<file path="config.mk">
export PLATFORM = sky130hd
export DESIGN_NAME = complementary_pwm_dead_band
export DESIGN_NICKNAME = d
export VERILOG_FILES = /design/src/cpdb_pkg.sv /design/src/cpdb_dead_band.sv /design/src/complementary_pwm_dead_band.sv
export SDC_FILE = /design/constraint.sdc
export NUM_CORES = 1
export LEC_CHECK = 0
export ABC_CLOCK_PERIOD_IN_PS = 3100
export BUFFER_PORTS_ARGS = -buffer_cell sky130_fd_sc_hd__clkbuf_2
export CAP_MARGIN = 15
export CORE_MARGIN = 2
export CORE_UTILIZATION = 45
export CTS_CLUSTER_DIAMETER = 50
export DETAILED_ROUTE_END_ITERATION = 10
export HOLD_SLACK_MARGIN = 0.06
export PLACE_DENSITY = 0.72
export SETUP_SLACK_MARGIN = 0.1
export SLEW_MARGIN = 20
export SYNTH_ARGS = -nofsm -noshare
export SYNTH_HDL_FRONTEND = slang
export SYNTH_SLANG_ARGS = --single-unit
</file>
<file path="constraint.sdc">
create_clock -name clk -period 3.1 [get_ports clk]
set_input_delay 0.31 -clock clk [delete_from_list [all_inputs] [get_ports clk]]
set_output_delay 0.31 -clock clk [all_outputs]
set_load 0.005 [all_outputs]
</file>
<file path="src/cpdb_pkg.sv">
// Package for the complementary PWM generator with dead band.
// Holds field widths, reset values, register indexes and the item structs.
// No dependencies.
package cpdb_pkg;

  localparam int COUNT_W = 16;
  localparam int DELAY_W = 14;
  localparam int CFG_INDEX_W = 1;

  localparam logic [COUNT_W-1:0] RESET_PERIOD  = COUNT_W'(999);
  localparam logic [COUNT_W-1:0] RESET_COMPARE = COUNT_W'(500);
  localparam logic [DELAY_W-1:0] RESET_DELAY   = DELAY_W'(4);

  // Configuration register indexes.
  localparam logic [CFG_INDEX_W-1:0] REG_RISE_DELAY = 1'b0;
  localparam logic [CFG_INDEX_W-1:0] REG_FALL_DELAY = 1'b1;

  typedef struct packed {
    logic [COUNT_W-1:0] next_period;
    logic [COUNT_W-1:0] next_compare;
    logic               output_enable;
  } cpdb_in_t;

  typedef struct packed {
    logic               pwm_high_side;
    logic               pwm_low_side;
    logic               zero_event;
    logic [COUNT_W-1:0] count_value;
  } cpdb_out_t;

  // Levels produced by the dead-band unit for the current tick.
  typedef struct packed {
    logic rise_level;
    logic fall_level;
  } cpdb_db_levels_t;

endpackage

</file>
<file path="src/cpdb_dead_band.sv">
// Dead-band unit: rising-edge delay for output A, falling-edge delay for B.
// Holds its own timers and delayed levels. Depends on cpdb_pkg.
module cpdb_dead_band (
  input  logic                            clk,
  input  logic                            rst,
  input  logic                            advance,
  input  logic                            raw_level,
  input  logic [cpdb_pkg::DELAY_W-1:0]    rise_delay,
  input  logic [cpdb_pkg::DELAY_W-1:0]    fall_delay,
  output cpdb_pkg::cpdb_db_levels_t       levels
);
  import cpdb_pkg::*;

  logic [DELAY_W-1:0] rise_timer;
  logic [DELAY_W-1:0] rise_timer_next;
  logic [DELAY_W-1:0] fall_timer;
  logic [DELAY_W-1:0] fall_timer_next;
  logic               delayed_rise_level;
  logic               delayed_rise_level_next;
  logic               delayed_fall_level;
  logic               delayed_fall_level_next;

  always_comb begin
    rise_timer_next         = rise_timer;
    delayed_rise_level_next = delayed_rise_level;
    if (raw_level) begin
      if (rise_timer < rise_delay) begin
        rise_timer_next         = rise_timer + DELAY_W'(1);
        delayed_rise_level_next = 1'b0;
      end else begin
        delayed_rise_level_next = 1'b1;
      end
    end else begin
      rise_timer_next         = '0;
      delayed_rise_level_next = 1'b0;
    end
  end

  // The falling level holds high for fall_delay ticks after the raw level drops.
  always_comb begin
    fall_timer_next         = fall_timer;
    delayed_fall_level_next = delayed_fall_level;
    if (raw_level) begin
      fall_timer_next         = '0;
      delayed_fall_level_next = 1'b1;
    end else if (delayed_fall_level && (fall_timer < fall_delay)) begin
      fall_timer_next = fall_timer + DELAY_W'(1);
    end else begin
      delayed_fall_level_next = 1'b0;
    end
  end

  always_ff @(posedge clk) begin
    if (rst) begin
      rise_timer         <= '0;
      fall_timer         <= '0;
      delayed_rise_level <= 1'b0;
      delayed_fall_level <= 1'b0;
    end else if (advance) begin
      rise_timer         <= rise_timer_next;
      fall_timer         <= fall_timer_next;
      delayed_rise_level <= delayed_rise_level_next;
      delayed_fall_level <= delayed_fall_level_next;
    end
  end

  assign levels.rise_level = delayed_rise_level_next;
  assign levels.fall_level = delayed_fall_level_next;

endmodule

</file>
<file path="src/complementary_pwm_dead_band.sv">
// Top level of the complementary PWM generator with dead band.
// Timebase counter, shadow loads, raw level and result register.
// Depends on cpdb_pkg and cpdb_dead_band.
//
//   channel  direction  handshake                  payload
//   in       input      in_valid / in_ready        in_data  (cpdb_in_t)
//   out      output     out_valid / out_ready      out_data (cpdb_out_t)
//   cfg      input      cfg_write_en               cfg_index, cfg_data
//
// One item is one timebase tick; a new item is accepted
// every cycle while the result register is empty or being drained.
// The result appears on out_data in the cycle after the item is accepted.
// Reset (rst, synchronous) loads period 999, compare 500 and delays of 4.
// A stall on out holds the result and stops in_ready until it is taken.
module complementary_pwm_dead_band (
  input  logic                               clk,
  input  logic                               rst,
  input  logic                               in_valid,
  output logic                               in_ready,
  input  cpdb_pkg::cpdb_in_t                 in_data,
  output logic                               out_valid,
  input  logic                               out_ready,
  output cpdb_pkg::cpdb_out_t                out_data,
  input  logic                               cfg_write_en,
  input  logic [cpdb_pkg::CFG_INDEX_W-1:0]   cfg_index,
  input  logic [cpdb_pkg::DELAY_W-1:0]       cfg_data
);
  import cpdb_pkg::*;

  logic [DELAY_W-1:0] rise_delay;
  logic [DELAY_W-1:0] fall_delay;

  logic [COUNT_W-1:0] time_count;
  logic [COUNT_W-1:0] time_count_next;
  logic [COUNT_W-1:0] active_period;
  logic [COUNT_W-1:0] active_period_next;
  logic [COUNT_W-1:0] active_compare;
  logic [COUNT_W-1:0] active_compare_next;
  logic               raw_level;
  logic               raw_level_next;

  logic               accept;
  logic               at_zero;
  cpdb_db_levels_t    db_levels;
  cpdb_out_t          result_next;

  assign in_ready = !out_valid || out_ready;
  assign accept   = in_valid && in_ready;
  assign at_zero  = (time_count == '0);

  always_ff @(posedge clk) begin
    if (rst) begin
      rise_delay <= RESET_DELAY;
      fall_delay <= RESET_DELAY;
    end else if (cfg_write_en) begin
      case (cfg_index)
        REG_RISE_DELAY: rise_delay <= cfg_data;
        REG_FALL_DELAY: fall_delay <= cfg_data;
        default: ;
      endcase
    end
  end

  // Shadow values take effect on the zero tick itself; a compare match
  // clears the raw level even on the tick that sets it.
  always_comb begin
    active_period_next  = at_zero ? in_data.next_period  : active_period;
    active_compare_next = at_zero ? in_data.next_compare : active_compare;
    raw_level_next      = at_zero ? 1'b1 : raw_level;
    if (time_count == active_compare_next) begin
      raw_level_next = 1'b0;
    end
    if (time_count >= active_period_next) begin
      time_count_next = '0;
    end else begin
      time_count_next = time_count + COUNT_W'(1);
    end
  end

  cpdb_dead_band u_dead_band (
    .clk        (clk),
    .rst        (rst),
    .advance    (accept),
    .raw_level  (raw_level_next),
    .rise_delay (rise_delay),
    .fall_delay (fall_delay),
    .levels     (db_levels)
  );

  always_comb begin
    result_next.pwm_high_side = in_data.output_enable && db_levels.rise_level;
    result_next.pwm_low_side  = in_data.output_enable && !db_levels.fall_level;
    result_next.zero_event    = at_zero;
    result_next.count_value   = time_count;
  end

  always_ff @(posedge clk) begin
    if (rst) begin
      time_count     <= '0;
      active_period  <= RESET_PERIOD;
      active_compare <= RESET_COMPARE;
      raw_level      <= 1'b0;
    end else if (accept) begin
      time_count     <= time_count_next;
      active_period  <= active_period_next;
      active_compare <= active_compare_next;
      raw_level      <= raw_level_next;
    end
  end

  always_ff @(posedge clk) begin
    if (rst) begin
      out_valid <= 1'b0;
    end else if (in_ready) begin
      out_valid <= in_valid;
    end
  end

  always_ff @(posedge clk) begin
    if (accept) begin
      out_data <= result_next;
    end
  end

endmodule
</file>
### Word level (Yosys, flattened, before mapping)

Index checks and enable logic that the tools add are counted.

| word-level totals | value |
|---|---|
| output and inout port bits | 21 |
| register bits | 126 |
| word-level logic and storage cells | 49 |
| input bits | 53 |

| operators by class | value |
|---|---|
| equality and inequality tests | 2 |
| add/subtract/negate cells | 3 |
| mux-type cells | 13 |
| $lt $le $gt $ge | 3 |
| bitwise gates (word level) | 1 |
| reduce and logical (&&, ||, !) cells | 13 |

Operators with widths:

| cell | number |
|---|---|
| $mux 14 | 4 |
| $mux 16 | 3 |
| $add 14x1->14 const B | 2 |
| $lt 14x14->1 | 2 |
| $add 16x1->16 const B | 1 |
| $eq 16x16->1 | 1 |
| $ge 16x16->1 | 1 |
| $logic_not 16->1 | 1 |
| $reduce_and 2->1 | 4 |
| $mux 1 | 6 |
| $logic_and 1x1->1 | 4 |
| $logic_not 1->1 | 2 |
| $ne 2x1->1 const B | 1 |
| $reduce_bool 2->1 | 1 |
| $logic_or 1x1->1 | 1 |
| $not 1->1 | 1 |

### Logic depth before layout (Yosys ltp)

| logic depth | value |
|---|---|
| depth in word-level cells | 7 |
| gate-level depth with buffers | 19 |
| depth with buffers taken out | 16 |

### Cells and area by module

A second synthesis with hierarchy kept.

| unflattened totals | value |
|---|---|
| cells, all modules | 769 |
| area total of the unflattened synthesis | 6,867.8 µm² |

Modules (own cells, without submodules):

| module | times used | area each (µm²) | seq. area each (µm²) | cells each |
|---|---|---|---|---|
| complementary_pwm_dead_band | 1 | 4,534.3 | 2,132.0 | 483 |
| cpdb_dead_band | 1 | 2,333.5 | 580.6 | 286 |

### Worst setup path after synthesis

OpenSTA, ideal clock, no wires.

| timing path | value |
|---|---|
| path kind | reg-to-reg |
| from | register time_count[0] |
| to | register time_count[10] |
| setup time | 0.078 ns |
| path buffers | 3 |
| data required time | 3.022 ns |
| stages on the path, launching flop included | 20 |
| clock period less this slack | 3.308 ns |
| arrival time | 3.230 ns |
| slack | -0.208 ns |
| cells stage by stage | dfxtp_1 > inv_1 > ha_1 > nor4b_4 > nand4_4 > inv_2 > buf_2 > buf_2 > nand2_1 > nand2_1 > ha_1 > nand2b_1 > a21oi_1 > nor2b_1 > o21ai_0 > a21oi_1 > o211ai_1 > a31oi_1 > clkbuf_1 > nor3_1 |

| on the way | value |
|---|---|
| longest elaborated chain between the ends | 4 |
| elaborated cells between the ends (all ways) | 5 |
| classes of those cells | 1 x add/sub; 1 x order compare; 2 x mux; 1 x reduce/logical |

Ends and longest elaborated chain:

| what | line | RTL |
|---|---|---|
| from (decl) | complementary_pwm_dead_band.sv:33 | `logic [COUNT_W-1:0] time_count;` |
| from (signal assigned) | complementary_pwm_dead_band.sv:104 | `time_count <= time_count_next;` |
| $logic_not 16->1 | complementary_pwm_dead_band.sv:49 | `assign at_zero = (time_count == '0);` |
| net at_zero | complementary_pwm_dead_band.sv:43 | `logic at_zero;` |
| $mux 16 | complementary_pwm_dead_band.sv:67 | `active_period_next = at_zero ? in_data.next_period : active_period;` |
| net active_period_next[0] | complementary_pwm_dead_band.sv:36 | `logic [COUNT_W-1:0] active_period_next;` |
| $ge 16x16->1 | complementary_pwm_dead_band.sv:73 | `if (time_count >= active_period_next) begin` |
| $mux 16 | complementary_pwm_dead_band.sv:73 |  |

The timed path passes the listed nets, and every way through them passes these cells.
A chain may end at the register's enable or synchronous reset.

### Worst setup path in the final report

| timing path | value |
|---|---|
| from | register time_count[0] |
| to | register u_dead_band.fall_timer[0] |

| on the way | value |
|---|---|
| longest elaborated chain between the ends | 6 |
| elaborated cells between the ends (all ways) | 8 |
| classes of those cells | 1 x eq/ne; 4 x mux; 3 x reduce/logical |

Ends and longest elaborated chain:

| what | line | RTL |
|---|---|---|
| $logic_not 16->1 | complementary_pwm_dead_band.sv:49 |  |
| $mux 16 | complementary_pwm_dead_band.sv:68 | `active_compare_next = at_zero ? in_data.next_compare : active_compare;` |
| $eq 16x16->1 | complementary_pwm_dead_band.sv:70 | `if (time_count == active_compare_next) begin` |
| $mux 1 (*) | complementary_pwm_dead_band.sv:70 |  |
| $reduce_bool 2->1 (no line) | -- |  |
| $reduce_and 2->1 (no line) | -- |  |
| to (signal assigned) | cpdb_dead_band.sv:61 | `fall_timer <= fall_timer_next;` |
| to (decl) | cpdb_dead_band.sv:16 | `logic [DELAY_W-1:0] fall_timer;` |

Every way passes the cells marked *; elsewhere a longest branch is shown, timed or not.

==> metrics.yaml <==
run_status: "finished, final reports clean"
cp-start-kind: "register"
switchingPower_uw: 1141
reg2reg_slack_ns: 0.21
globalplace.congestion: 0.8121
synth_edf_count: 19
power.share.sequential_pct: 38.9
fin_crit_sh_pct: 93.37
cp.arrival_ns: 3.22
synth_seq_cells: 126
dieWidth_um: 124.5
grt_pass1_wl_mm: 26.39
intPower_uw: 3443
min_delay_path_depth: 2
rsz0062_at_grt: "false"
min_period_ns: 2.895
critical_path_peak_fanout: 14
r2r_cells: 13
report.power.total_uw: 4583
synthFlopType: "dfxtp_1"
initial_core_util_pct: 45.45
synthMostInstantiatedCell: "nand2_1"
switching_share_pct: 24.89
r2r-start: "time_count[0]$_SDFFE_PP0P_"
cts_tree: "yes"
drv_cap: 0
synth_nets: 834
power_density_nw_per_um2: 557.8
synthTopCellsByArea: "dfxtp_1, ha_1, edfxtp_1, nand2_1, a21oi_1"
cp_top_family: "simple AND/OR/NAND/NOR gates"
setup_viol_count_final: 0
cts.sinks: 126
area_delta_synth_final_pct: 25.80
fin_setup_tns_ns: 0
hpwl_mm: 11.05
clk_pin_slew_ns: 0.06
holdPathEnd: "rise_delay[2]$_SDFFE_PP1P_"
critical_path.max_stage_delay_ns: 0.51
hold_buffers: 0
clk_path_buf_depth: 2
cp_slowest_cell: "or4b_4"
synth.distinct_cells: 58
pin_count: 74
drc: 0
fp.dieH_um: 124.5
finalHoldViolations: 0
yosysWarnings: 0
rows: 44
worst-setup-path-type: "register to register"
fin_cells: 1034
drt_iter0_drc: 437
hold_start: "cfg_data[2]"
grt_overflow: 0
syn_area_um2: 6531
grt_pass1_vias: 5434
h-tree-depth: 4
grtUsageTotal_pct: 20.87
ant_nets: 0
drt-pass1-iter-count: 6
avgSynthCellArea_um2: 8.886
netlist_top_cells_count: "nand2_1, dfxtp_1, a21oi_1"
max_freq_ghz: 0.3455
max_slew.worst_pin.slew_ns: 0.9082
wl_mm: 16.16
ir_worst_vdd_mv: 0.4161
viasPerCell: 5.338
synthCells: 735
portBuffers: 73
vias: 5520
seq_area_frac_synth_pct: 41.53
place_inst: 990
async_reset_ff_share_pct: 0
worst-path-buf-inv: 4
end_kind: "register"
fin_nets: 936
critPathRequiredTime_ns: 3.43
min_path_type: "input port to register"
yosysTopAreaCellShare_pct: 32.80
antenna_found_initial: 0
grt_max_degree: 40
leakage_uw: 0.003495
diodes: 0
core_area_um2: 14370
holdWs_ns: 0.1209
yosysTopAreaCell: "dfxtp_1"
maxSlewViolCount: 0
path_cells: "inv_2, ha_2, nor4b_4, nand4_4, clkinv_8, buf_4, or3_1, a21o_1, nor4_4, buf_6, nor2_2, or4b_4, o311ai_2"
maxSlewHeadroom_pct: 39.33
cts-root-buf: "clkbuf_16"
wl_per_cell_um: 15.63
timing.rr.end: "u_dead_band.fall_timer[0]$_SDFFE_PP0P_"
die-area_um2: 15490
fin_skew_ns: 0.01171
drive_gt1_share_pct: 22.71
comb_power_share_pct: 12.6
final_core_util_pct: 57.18
numCtsBuffers: 17
clock_latency_ns: 0.43
p_clk_share_pct: 48.5
-- worst register-to-register path: stages, from the launching register on --
cell      delay, ns
dfxtp_2        0.34
inv_2          0.04
ha_2           0.17
nor4b_4        0.13
nand4_4        0.14
clkinv_8       0.11
buf_4          0.19
or3_1          0.37
a21o_1         0.21
nor4_4         0.25
buf_6          0.17
nor2_2         0.06
or4b_4         0.52
o311ai_2       0.09
-- state kept, by name, summed over array words and instances, names as in the netlist, 14 cells and up --
name	cells
active_compare	16
active_period	16
fall_delay	14
out_data	19
rise_delay	14
time_count	16
u_dead_band.fall_timer	14
u_dead_band.rise_timer	14
-- what timing repair did --
item                                    in CTS  in global routing
pin swaps                                    2                 19
endpoints found under the setup margin      16                 27
resized for setup                            4                 39
gates cloned                                 1                  0
buffers inserted                             2                  9
-- layout make-up --
cell class / count / area [um2]
Fill cell: 1214 / 6152
Multi-Input combinational cell: 536 / 3722
Sequential cell: 126 / 2715
Timing Repair Buffer: 115 / 725.7
Clock buffer: 19 / 442.9
Tap cell: 184 / 230.2
Clock inverter: 13 / 214.0
Inverter: 41 / 166.4
-- through the flow --
step                      cell area, um2  worst slack (ns)
final                               8217            0.2054
after global routing                8217           0.03051
after CTS                           7945           0.09916
after detailed placement            7242          0.007315
after global placement              7242            0.1726
after floorplan                     6563            0.1078
-- cells by family (layout without fill, tap and decap cells) --
logic type,after synthesis,count (layout),synth area share (%)
AND/OR/NAND/NOR,299,299,23.43
AO/OA/AOI/OAI,128,129,13.07
flip-flops,126,126,41.53
buffers and inverters,74,188,4.482
adder cells (fa/ha/maj),46,46,8.812
XOR/XNOR,44,44,5.900
multiplexers,18,18,2.778
-- worst max path at each step --
| stage | to | slack [ns] | cells past startpoint | start |
|---|---|---|---|---|
| final | u_dead_band.fall_timer[0]$_SDFFE_PP0P_ | 0.21 | 13 | time_count[0]$_SDFFE_PP0P_ |
| after floorplan | time_count[10]$_SDFFE_PP0P_ | 0.11 | 19 | time_count[1]$_SDFFE_PP0P_ |
| after global placement | time_count[10]$_SDFFE_PP0P_ | 0.17 | 12 | time_count[1]$_SDFFE_PP0P_ |
| after detailed placement | time_count[8]$_SDFFE_PP0P_ | 0.007 | 14 | time_count[1]$_SDFFE_PP0P_ |
| after CTS | time_count[8]$_SDFFE_PP0P_ | 0.1 | 17 | time_count[1]$_SDFFE_PP0P_ |
| after global routing | time_count[5]$_SDFFE_PP0P_ | 0.03 | 16 | time_count[1]$_SDFFE_PP0P_ |
-- layout by cell type, fill, tap and decap left out, types with 3 or more instances in the layout --
cell type	count
nand3_1	11
nor4_4	3
nor2b_1	5
buf_4	37
a211o_1	16
a211oi_1	16
clkbuf_16	17
nand2b_1	9
or3_1	3
nor4_1	3
nand4b_1	4
a31oi_1	3
inv_1	38
ha_1	44
nor3b_1	8
dfxtp_1	105
mux2i_1	15
nor2_1	44
o2111ai_1	3
nand3b_1	7
a21o_1	8
nor3_1	25
clkbuf_2	73
nand2_1	116
edfxtp_1	19
bufinv_16	5
xor2_1	26
buf_12	3
nor3_2	14
a21oi_1	51
clkinv_4	4
xnor2_1	18
o21ai_0	12
nand4_1	12
and3_1	17
and4_1	3
-- power groups by stage --
stage / logic, uW / clock network [uW] / registers [uW]
floorplan: 346 / 0 / 1810
global placement: 504 / 0 / 1810
detailed placement: 513 / 0 / 1820
CTS: 520 / 2240 / 1780
global route: 639 / 2300 / 1790
finish: 577 / 2220 / 1780
-- per-layer routing --
layer	GRT usage (%)	wire, um	up-vias
met5	0	0	-
met4	8.328	380	0
met3	4.510	716	36
met2	34.04	7495	133
met1	26.98	7570	2556
li1	-	-	2795
No activity file was read; power rests on OpenSTA's default activity.
